--- config.mk ---
export PLATFORM = sky130hd
export DESIGN_NAME = fat16_root_dir_name_search_flat
export DESIGN_NICKNAME = d
export VERILOG_FILES = /design/src/design/frds_pkg.sv /design/src/design/frds_ifs.sv /design/src/design/fat16_root_dir_name_search.sv /design/src/design/frds_entry_core.sv /design/src/flat_wrapper.sv
export SDC_FILE = /design/constraint.sdc
export NUM_CORES = 1
export LEC_CHECK = 0
export ABC_AREA = 1
export BUFFER_PORTS_ARGS = -buffer_cell sky130_fd_sc_hd__clkbuf_2
export CORE_MARGIN = 5
export CORE_UTILIZATION = 60
export DETAILED_ROUTE_END_ITERATION = 6
export PLACE_DENSITY = 0.83
export SYNTH_ARGS = -nofsm -noshare
export SYNTH_HDL_FRONTEND = slang
export SYNTH_HIERARCHICAL = 1
export SYNTH_SLANG_ARGS = --single-unit
export TNS_END_PERCENT = 10
--- constraint.sdc ---
create_clock -name clk -period 7.7 [get_ports clk]
set_input_delay 1.54 -clock clk [delete_from_list [all_inputs] [get_ports clk]]
set_output_delay 1.54 -clock clk [all_outputs]
set_load 0.02 [all_outputs]
--- src/design/frds_pkg.sv ---
// ----------------------------------------------------------------------------
// FAT16 root directory name search: package
// Entry layout offsets, directory byte codes, result types and the entry
// filter shared by the search logic.
// ----------------------------------------------------------------------------
package frds_pkg;

	localparam int ENTRY_BYTES = 32;
	localparam int OFF_W       = $clog2(ENTRY_BYTES);
	localparam int NAME_BYTES  = 8;
	localparam int NAME_W      = 8 * NAME_BYTES;
	localparam int CLUSTER_W   = 16;
	localparam int SIZE_W      = 32;

	typedef logic [OFF_W-1:0] offset_t;

	// byte positions inside a directory entry
	localparam offset_t OFF_FIRST   = OFF_W'(0);
	localparam offset_t OFF_ATTR    = OFF_W'(11);
	localparam offset_t OFF_CLUS_LO = OFF_W'(26);
	localparam offset_t OFF_CLUS_HI = OFF_W'(27);
	localparam offset_t OFF_SIZE_0  = OFF_W'(28);
	localparam offset_t OFF_SIZE_1  = OFF_W'(29);
	localparam offset_t OFF_SIZE_2  = OFF_W'(30);
	localparam offset_t OFF_LAST    = OFF_W'(31);

	// directory byte codes
	localparam logic [7:0] ATTR_LFN      = 8'h0F;
	localparam logic [7:0] ATTR_NONE     = 8'h00;
	localparam logic [7:0] ATTR_DIR      = 8'h10;
	localparam logic [7:0] ATTR_VOLUME   = 8'h08;
	localparam logic [7:0] NAME_DELETED  = 8'hE5;
	localparam logic [7:0] NAME_FREE     = 8'h00;
	localparam logic [7:0] NAME_KANJI_E5 = 8'h05;

	localparam logic STATUS_FOUND     = 1'b0;
	localparam logic STATUS_NOT_FOUND = 1'b1;

	typedef struct packed {
		logic                 status;
		logic [CLUSTER_W-1:0] start_cluster;
		logic [SIZE_W-1:0]    file_size;
	} result_t;

	typedef struct packed {
		logic    valid;
		result_t data;
	} result_req_t;

	// entry holds a plain file that may be matched by name
	function automatic logic is_candidate(input logic [7:0] first, input logic [7:0] attr);
		logic ok;
		ok = 1'b1;
		if (attr == ATTR_LFN || attr == ATTR_NONE)
			ok = 1'b0;
		if (first == NAME_DELETED || first == NAME_FREE || first == NAME_KANJI_E5)
			ok = 1'b0;
		if ((attr & (ATTR_DIR | ATTR_VOLUME)) != 8'h00)
			ok = 1'b0;
		return ok;
	endfunction

endpackage

--- src/design/frds_ifs.sv ---
// ----------------------------------------------------------------------------
// FAT16 root directory name search: channel interfaces
// Valid/ready channels for the directory byte stream and the search result.
// ----------------------------------------------------------------------------
interface frds_byte_if;
	logic       valid;
	logic       ready;
	logic [7:0] data_byte;
	logic       last_byte;

	modport source (output valid, output data_byte, output last_byte, input ready);
	modport sink   (input valid, input data_byte, input last_byte, output ready);
endinterface

interface frds_result_if;
	logic                           valid;
	logic                           ready;
	logic                           status;
	logic [frds_pkg::CLUSTER_W-1:0] start_cluster;
	logic [frds_pkg::SIZE_W-1:0]    file_size;

	modport source (output valid, output status, output start_cluster, output file_size,
		input ready);
	modport sink   (input valid, input status, input start_cluster, input file_size,
		output ready);
endinterface

--- src/design/fat16_root_dir_name_search.sv ---
// ----------------------------------------------------------------------------
// FAT16 root directory name search: top level
// Scans directory bytes for a configured 8-byte name and reports the start
// cluster and file size of the first matching file, or not-found.
// ----------------------------------------------------------------------------
// Path: an accepted byte is held in the input register, and the result it
// causes is held in the result register.
// Throughput: one byte per cycle; the per-byte compare and capture sit
// between those two registers, and a held result stalls input only when full.
// Reset: arst_n clears the entry state, both valid flags and target_name.
module fat16_root_dir_name_search (
	input  logic                        clk,
	input  logic                        arst_n,
	frds_byte_if.sink                   stream,
	frds_result_if.source               result,
	input  logic                        wr_en,
	input  logic [frds_pkg::NAME_W-1:0] wr_data
);

	logic [frds_pkg::NAME_W-1:0] target_name_q;

	logic       s1_valid_q;
	logic [7:0] data_s1;
	logic       last_s1;

	logic                  out_valid_q;
	frds_pkg::result_t     out_data_q;
	frds_pkg::result_req_t res;

	logic out_free;
	logic step;

	assign out_free     = ~out_valid_q | result.ready;
	assign step         = s1_valid_q & out_free;
	assign stream.ready = ~s1_valid_q | out_free;

	always_ff @(posedge clk or negedge arst_n) begin
		if (!arst_n)
			target_name_q <= '0;
		else if (wr_en)
			target_name_q <= wr_data;
	end

	// input register
	always_ff @(posedge clk or negedge arst_n) begin
		if (!arst_n)
			s1_valid_q <= 1'b0;
		else if (stream.ready)
			s1_valid_q <= stream.valid;
	end

	always_ff @(posedge clk) begin
		if (stream.valid && stream.ready) begin
			data_s1 <= stream.data_byte;
			last_s1 <= stream.last_byte;
		end
	end

	frds_entry_core u_core (
		.clk         (clk),
		.arst_n      (arst_n),
		.step        (step),
		.data_byte   (data_s1),
		.last_byte   (last_s1),
		.target_name (target_name_q),
		.res         (res)
	);

	// result register: hold while the sink stalls
	always_ff @(posedge clk or negedge arst_n) begin
		if (!arst_n)
			out_valid_q <= 1'b0;
		else if (out_free)
			out_valid_q <= res.valid;
	end

	always_ff @(posedge clk) begin
		if (out_free && res.valid)
			out_data_q <= res.data;
	end

	assign result.valid         = out_valid_q;
	assign result.status        = out_data_q.status;
	assign result.start_cluster = out_data_q.start_cluster;
	assign result.file_size     = out_data_q.file_size;

endmodule

--- src/design/frds_entry_core.sv ---
// ----------------------------------------------------------------------------
// FAT16 root directory name search: entry tracker
// Walks the 32-byte entries, compares names, captures cluster and size and
// decides the result for the byte presented on each step.
// ----------------------------------------------------------------------------
module frds_entry_core (
	input  logic                        clk,
	input  logic                        arst_n,
	input  logic                        step,
	input  logic [7:0]                  data_byte,
	input  logic                        last_byte,
	input  logic [frds_pkg::NAME_W-1:0] target_name,
	output frds_pkg::result_req_t       res
);

	frds_pkg::offset_t              entry_offset_q;
	logic                           name_equal_q;
	logic [7:0]                     first_name_byte_q;
	logic [7:0]                     attribute_byte_q;
	logic [frds_pkg::CLUSTER_W-1:0] cluster_accum_q;
	logic [frds_pkg::SIZE_W-1:0]    size_accum_q;
	logic                           match_done_q;

	logic       in_name;
	logic [7:0] want;
	logic       name_eq_now;
	logic       entry_end;
	logic       found;
	logic       not_found;

	always_comb begin
		in_name     = entry_offset_q < frds_pkg::OFF_W'(frds_pkg::NAME_BYTES);
		want        = target_name[{entry_offset_q[2:0], 3'b000} +: 8];
		name_eq_now = name_equal_q & ~(in_name & (data_byte != want));
		entry_end   = entry_offset_q == frds_pkg::OFF_LAST;
		found       = ~match_done_q & entry_end & name_equal_q &
			frds_pkg::is_candidate(first_name_byte_q, attribute_byte_q);
		not_found   = last_byte & ~match_done_q & ~found;

		res.valid = step & (found | not_found);
		if (found) begin
			res.data.status        = frds_pkg::STATUS_FOUND;
			res.data.start_cluster = cluster_accum_q;
			res.data.file_size     = {data_byte, size_accum_q[23:0]};
		end else begin
			res.data.status        = frds_pkg::STATUS_NOT_FOUND;
			res.data.start_cluster = '0;
			res.data.file_size     = '0;
		end
	end

	always_ff @(posedge clk or negedge arst_n) begin
		if (!arst_n) begin
			entry_offset_q    <= '0;
			name_equal_q      <= 1'b1;
			first_name_byte_q <= '0;
			attribute_byte_q  <= '0;
			cluster_accum_q   <= '0;
			size_accum_q      <= '0;
			match_done_q      <= 1'b0;
		end else if (step) begin
			if (last_byte) begin
				// end of region: start a fresh search
				entry_offset_q    <= '0;
				name_equal_q      <= 1'b1;
				first_name_byte_q <= '0;
				attribute_byte_q  <= '0;
				cluster_accum_q   <= '0;
				size_accum_q      <= '0;
				match_done_q      <= 1'b0;
			end else if (!match_done_q) begin
				case (entry_offset_q)
					frds_pkg::OFF_FIRST:   first_name_byte_q      <= data_byte;
					frds_pkg::OFF_ATTR:    attribute_byte_q       <= data_byte;
					frds_pkg::OFF_CLUS_LO: cluster_accum_q[7:0]   <= data_byte;
					frds_pkg::OFF_CLUS_HI: cluster_accum_q[15:8]  <= data_byte;
					frds_pkg::OFF_SIZE_0:  size_accum_q[7:0]      <= data_byte;
					frds_pkg::OFF_SIZE_1:  size_accum_q[15:8]     <= data_byte;
					frds_pkg::OFF_SIZE_2:  size_accum_q[23:16]    <= data_byte;
					default: ;
				endcase
				if (found)
					match_done_q <= 1'b1;
				if (entry_end) begin
					entry_offset_q <= '0;
					name_equal_q   <= 1'b1;
				end else begin
					entry_offset_q <= entry_offset_q + 1'b1;
					name_equal_q   <= name_eq_now;
				end
			end
		end
	end

endmodule

--- src/flat_wrapper.sv ---
// flat-port wrapper written by rule: the top's interface ports become plain ports
module fat16_root_dir_name_search_flat 
  (clk, arst_n, wr_en, wr_data, stream_valid, stream_data_byte, stream_last_byte, stream_ready, result_valid, result_status, result_start_cluster, result_file_size, result_ready);
  frds_byte_if stream_i ();
  frds_result_if result_i ();
  input  logic clk;
  input  logic arst_n;
  input  logic wr_en;
  input  logic [frds_pkg::NAME_W-1:0] wr_data;
  input wire logic [$bits(stream_i.valid)-1:0] stream_valid;
  input wire logic [$bits(stream_i.data_byte)-1:0] stream_data_byte;
  input wire logic [$bits(stream_i.last_byte)-1:0] stream_last_byte;
  output wire logic [$bits(stream_i.ready)-1:0] stream_ready;
  output wire logic [$bits(result_i.valid)-1:0] result_valid;
  output wire logic [$bits(result_i.status)-1:0] result_status;
  output wire logic [$bits(result_i.start_cluster)-1:0] result_start_cluster;
  output wire logic [$bits(result_i.file_size)-1:0] result_file_size;
  input wire logic [$bits(result_i.ready)-1:0] result_ready;
  assign stream_i.valid = stream_valid;
  assign stream_i.data_byte = stream_data_byte;
  assign stream_i.last_byte = stream_last_byte;
  assign stream_ready = stream_i.ready;
  assign result_valid = result_i.valid;
  assign result_status = result_i.status;
  assign result_start_cluster = result_i.start_cluster;
  assign result_file_size = result_i.file_size;
  assign result_i.ready = result_ready;
  fat16_root_dir_name_search u_core (.clk(clk), .arst_n(arst_n), .stream(stream_i), .result(result_i), .wr_en(wr_en), .wr_data(wr_data));
endmodule
==> flow_summary.ini <==
[finish]
area_delta_synth_final_pct = 14.0
nFillCells = 1074
final_cells = 1229
layout.nets = 1119
antenna_cells = 0
drive_gt1_share_pct = 23.4

[sta]
hold_viol_final = 0
max_freq_mhz = 286
report.final.slew_viol_count = 0
finClkSkew_ns = 0.0107
timing.final.crit_share_pct = 45.4
period_needed_ns = 3.50
tightest_slew_ns = 1.06
relSlewSlack_pct = 29.1
setup_viol = 0
setup-tns-final_ns = 0
hold-worst-slack_ns = 0.490
rsz0062_at_grt = false

[worst_setup_path]
worstPathMaxFanout = 3
start_kind = input pin
crit_arrival_ns = 1.96
endpoint_kind = output port
cp.required_ns = 6.16
path_class = in -> out

[placement]
routabilityCongestion = 0.846
placed_cells = 1197
dp_hpwl_mm = 12.5
io_buffers = 128

[drt]
firstDrtPassIters = 7
wirelength_mm = 18.2
drtIter0Drc = 586
vias_per_cell = 5.14
drc = 1
wl_per_cell_um = 14.8
vias = 6323
postRouteAntennaNets = 0

[yosys]
netlist.area_leader.share_pct = 37.5
synth-seq-cells = 187
synth_compound_gate_area_share_pct = 11.7
synth_area_leaders = dfrtp_1 38%, edfxtp_1 20%, nand2_1 11%, inv_1 7.3%, o21ai_2 6.6%
synth_edf_count = 58
synth_mux_area_share_pct = 0
synth_xor_area_share_pct = 0.103
synth_top_cell_by_area = dfrtp_1
ys_types = 33
async_flop_share_pct = 69.0
yosys.area_share.simple_pct = 18.0
synth_top_flop_cell = dfrtp_1
synthTopCellsByCount = 245 x nand2_1, 167 x inv_1, 128 x dfrtp_1, 79 x nor2_1, 64 x o21ai_2
seq_area_frac_synth_pct = 58.3
avgSynthCellArea_um2 = 9.26
synth_cells = 922
ys_warn_count = 6
synth_fa_ha_area_share_pct = 0.733
synth_top_family_by_area = simple AND/OR/NAND/NOR gates
syn_nets = 1005
syn_area_mm2 = 0.00853
yosysMostFrequentCell = nand2_1

[clock_network]
cts-buffers-inserted = 17
cts-resized-gates = 0
clock_latency_ns = 0.43
cts-root-buf = clkbuf_16
clkTransAtPathRegs_ns = 0.07
cts_setup_buffers = 0
cts_tree = done
htreeDepth = 4
ctsHoldBuffers = 0
clock_sinks = 187
cts_buffer_depth = 2

[floorplan]
fp.dieW_um = 129
io_pins = 129
fp-row-count = 43
start_util_pct = 61.2
die_h_um = 129
core-area_mm2 = 0.0139
die_area_mm2 = 0.0167

[outcome]
failed_checks = DRC
status = finished with violations

[grt]
grt_pass1_wl_mm = 30.5
track_usage_pct = 23.4
grt_pass1_vias = 6310
grt_max_degree = 87
antenna_found_initial = 0
grt.overflow.total = 0

[power]
total_power_mw = 2.56
ir_worst_vdd_v = 0.000175
p_leak_nw = 4.80
power_per_cell_area_mw_per_mm2 = 263

[hold_path]
min_path_type = reg -> reg

[job]
drv_cap = 0
==> where the power goes <==
group / switching [mW] / internal, mW / total [mW]
registers: 0.0740 / 1.14 / 1.21
logic: 0.308 / 0.148 / 0.455
clock network: 0.382 / 0.512 / 0.894
==> state kept, by name, summed over array words and instances (netlist names) <==
name,cells
u_core/target_name_q,64
u_core/result.file_size,32
u_core/u_core/size_accum_q,24
u_core/result.start_cluster,16
u_core/u_core/cluster_accum_q,16
u_core/data_s1,8
u_core/u_core/attribute_byte_q,8
u_core/u_core/first_name_byte_q,8
u_core/u_core/entry_offset_q,5
u_core/last_s1,1
u_core/result.status,1
u_core/result.valid,1
u_core/s1_valid_q,1
u_core/u_core/match_done_q,1
u_core/u_core/name_equal_q,1
==> path summary, 6_finish.rpt <==
| path | startpoint | endpoint | slack [ns] | depth (start not counted) |
|---|---|---|---|---|
| max reg2reg | u_core/u_core/entry_offset_q[1] | u_core/result.file_size[27] | 4.36 | 11 |
| min reg2reg | u_core/u_core/name_equal_q | u_core/u_core/name_equal_q | 0.49 | 2 |
| max in group asynchronous | arst_n | u_core/u_core/cluster_accum_q[10] | 5.15 | 2 |
| min | u_core/u_core/name_equal_q | u_core/u_core/name_equal_q | 0.49 | 2 |
| min in group asynchronous | arst_n | u_core/target_name_q[15] | 1.11 | 1 |
| max | result_ready | stream_ready | 4.20 | 4 |
==> critical path, cell delays in order <==
cell and delay, ns:
clkbuf_2 0.11, inv_1 0.04, nand3_1 0.09, clkbuf_2 0.18
==> layer usage <==
| metal | global-route usage, % | up-vias | part of all wire (%) |
|---|---|---|---|
| met2 | 39.9 | 216 | 50 |
| met3 | 3.96 | 20 | 6.1 |
| met1 | 30.6 | 2982 | 42 |
| met4 | 8.09 | 0 | 1.7 |
| li1 | - | 3105 | - |
| met5 | 0 | - | 0 |
==> stage by stage <==
step	cell area, µm²	setup WS (ns)	utilization, %
final	9730	4.20	69.8
after global routing	9730	4.02	69.8
after CTS	9730	4.19	69.8
after detailed placement	9130	4.01	65.5
after global placement	9130	4.09	65.5
after floorplan	8530	3.01	-
==> kinds of logic (layout without fill, tap and decap cells) <==
logic type               Yosys count  count (layout)
flip-flops                       187             187
AO/OA/AOI/OAI                    139             139
buffers and inverters            207             334
adder cells (fa/ha/maj)            5               5
XOR/XNOR                           1               1
AND/OR/NAND/NOR                  383             383
==> cells in the final DEF, fill, tap and decap left out, types with 2 or more instances in the layout <==
| cell type | netlist | layout |
|---|---|---|
| a21oi_1 | 3 | 3 |
| a21oi_2 | 3 | 3 |
| buf_4 | 5 | 7 |
| bufinv_16 | 0 | 2 |
| clkbuf_1 | 5 | 2 |
| clkbuf_16 | 0 | 17 |
| clkbuf_2 | 0 | 126 |
| clkbuf_8 | 1 | 3 |
| dfrtp_1 | 128 | 128 |
| edfxtp_1 | 58 | 58 |
| ha_1 | 5 | 5 |
| inv_1 | 167 | 167 |
| inv_2 | 2 | 2 |
| inv_6 | 0 | 5 |
| nand2_1 | 245 | 245 |
| nand2_2 | 5 | 5 |
| nand3_1 | 47 | 47 |
| nor2_1 | 79 | 78 |
| nor3_2 | 2 | 2 |
| nor4_1 | 2 | 2 |
| o21ai_0 | 63 | 63 |
| o21ai_2 | 64 | 64 |
==> final cells by class <==
type | instances | area, µm² | share of cell area (%)
clock inverter | 10 | 128 | 1.31
clock buffer | 22 | 474 | 4.88
tap | 180 | 225 | 2.32
timing repair buffer | 133 | 683 | 7.02
sequential | 187 | 4970 | 51.1
inverter | 169 | 634 | 6.52
multi-input combinational | 528 | 2610 | 26.8
No activity file was read; power rests on OpenSTA's default activity.
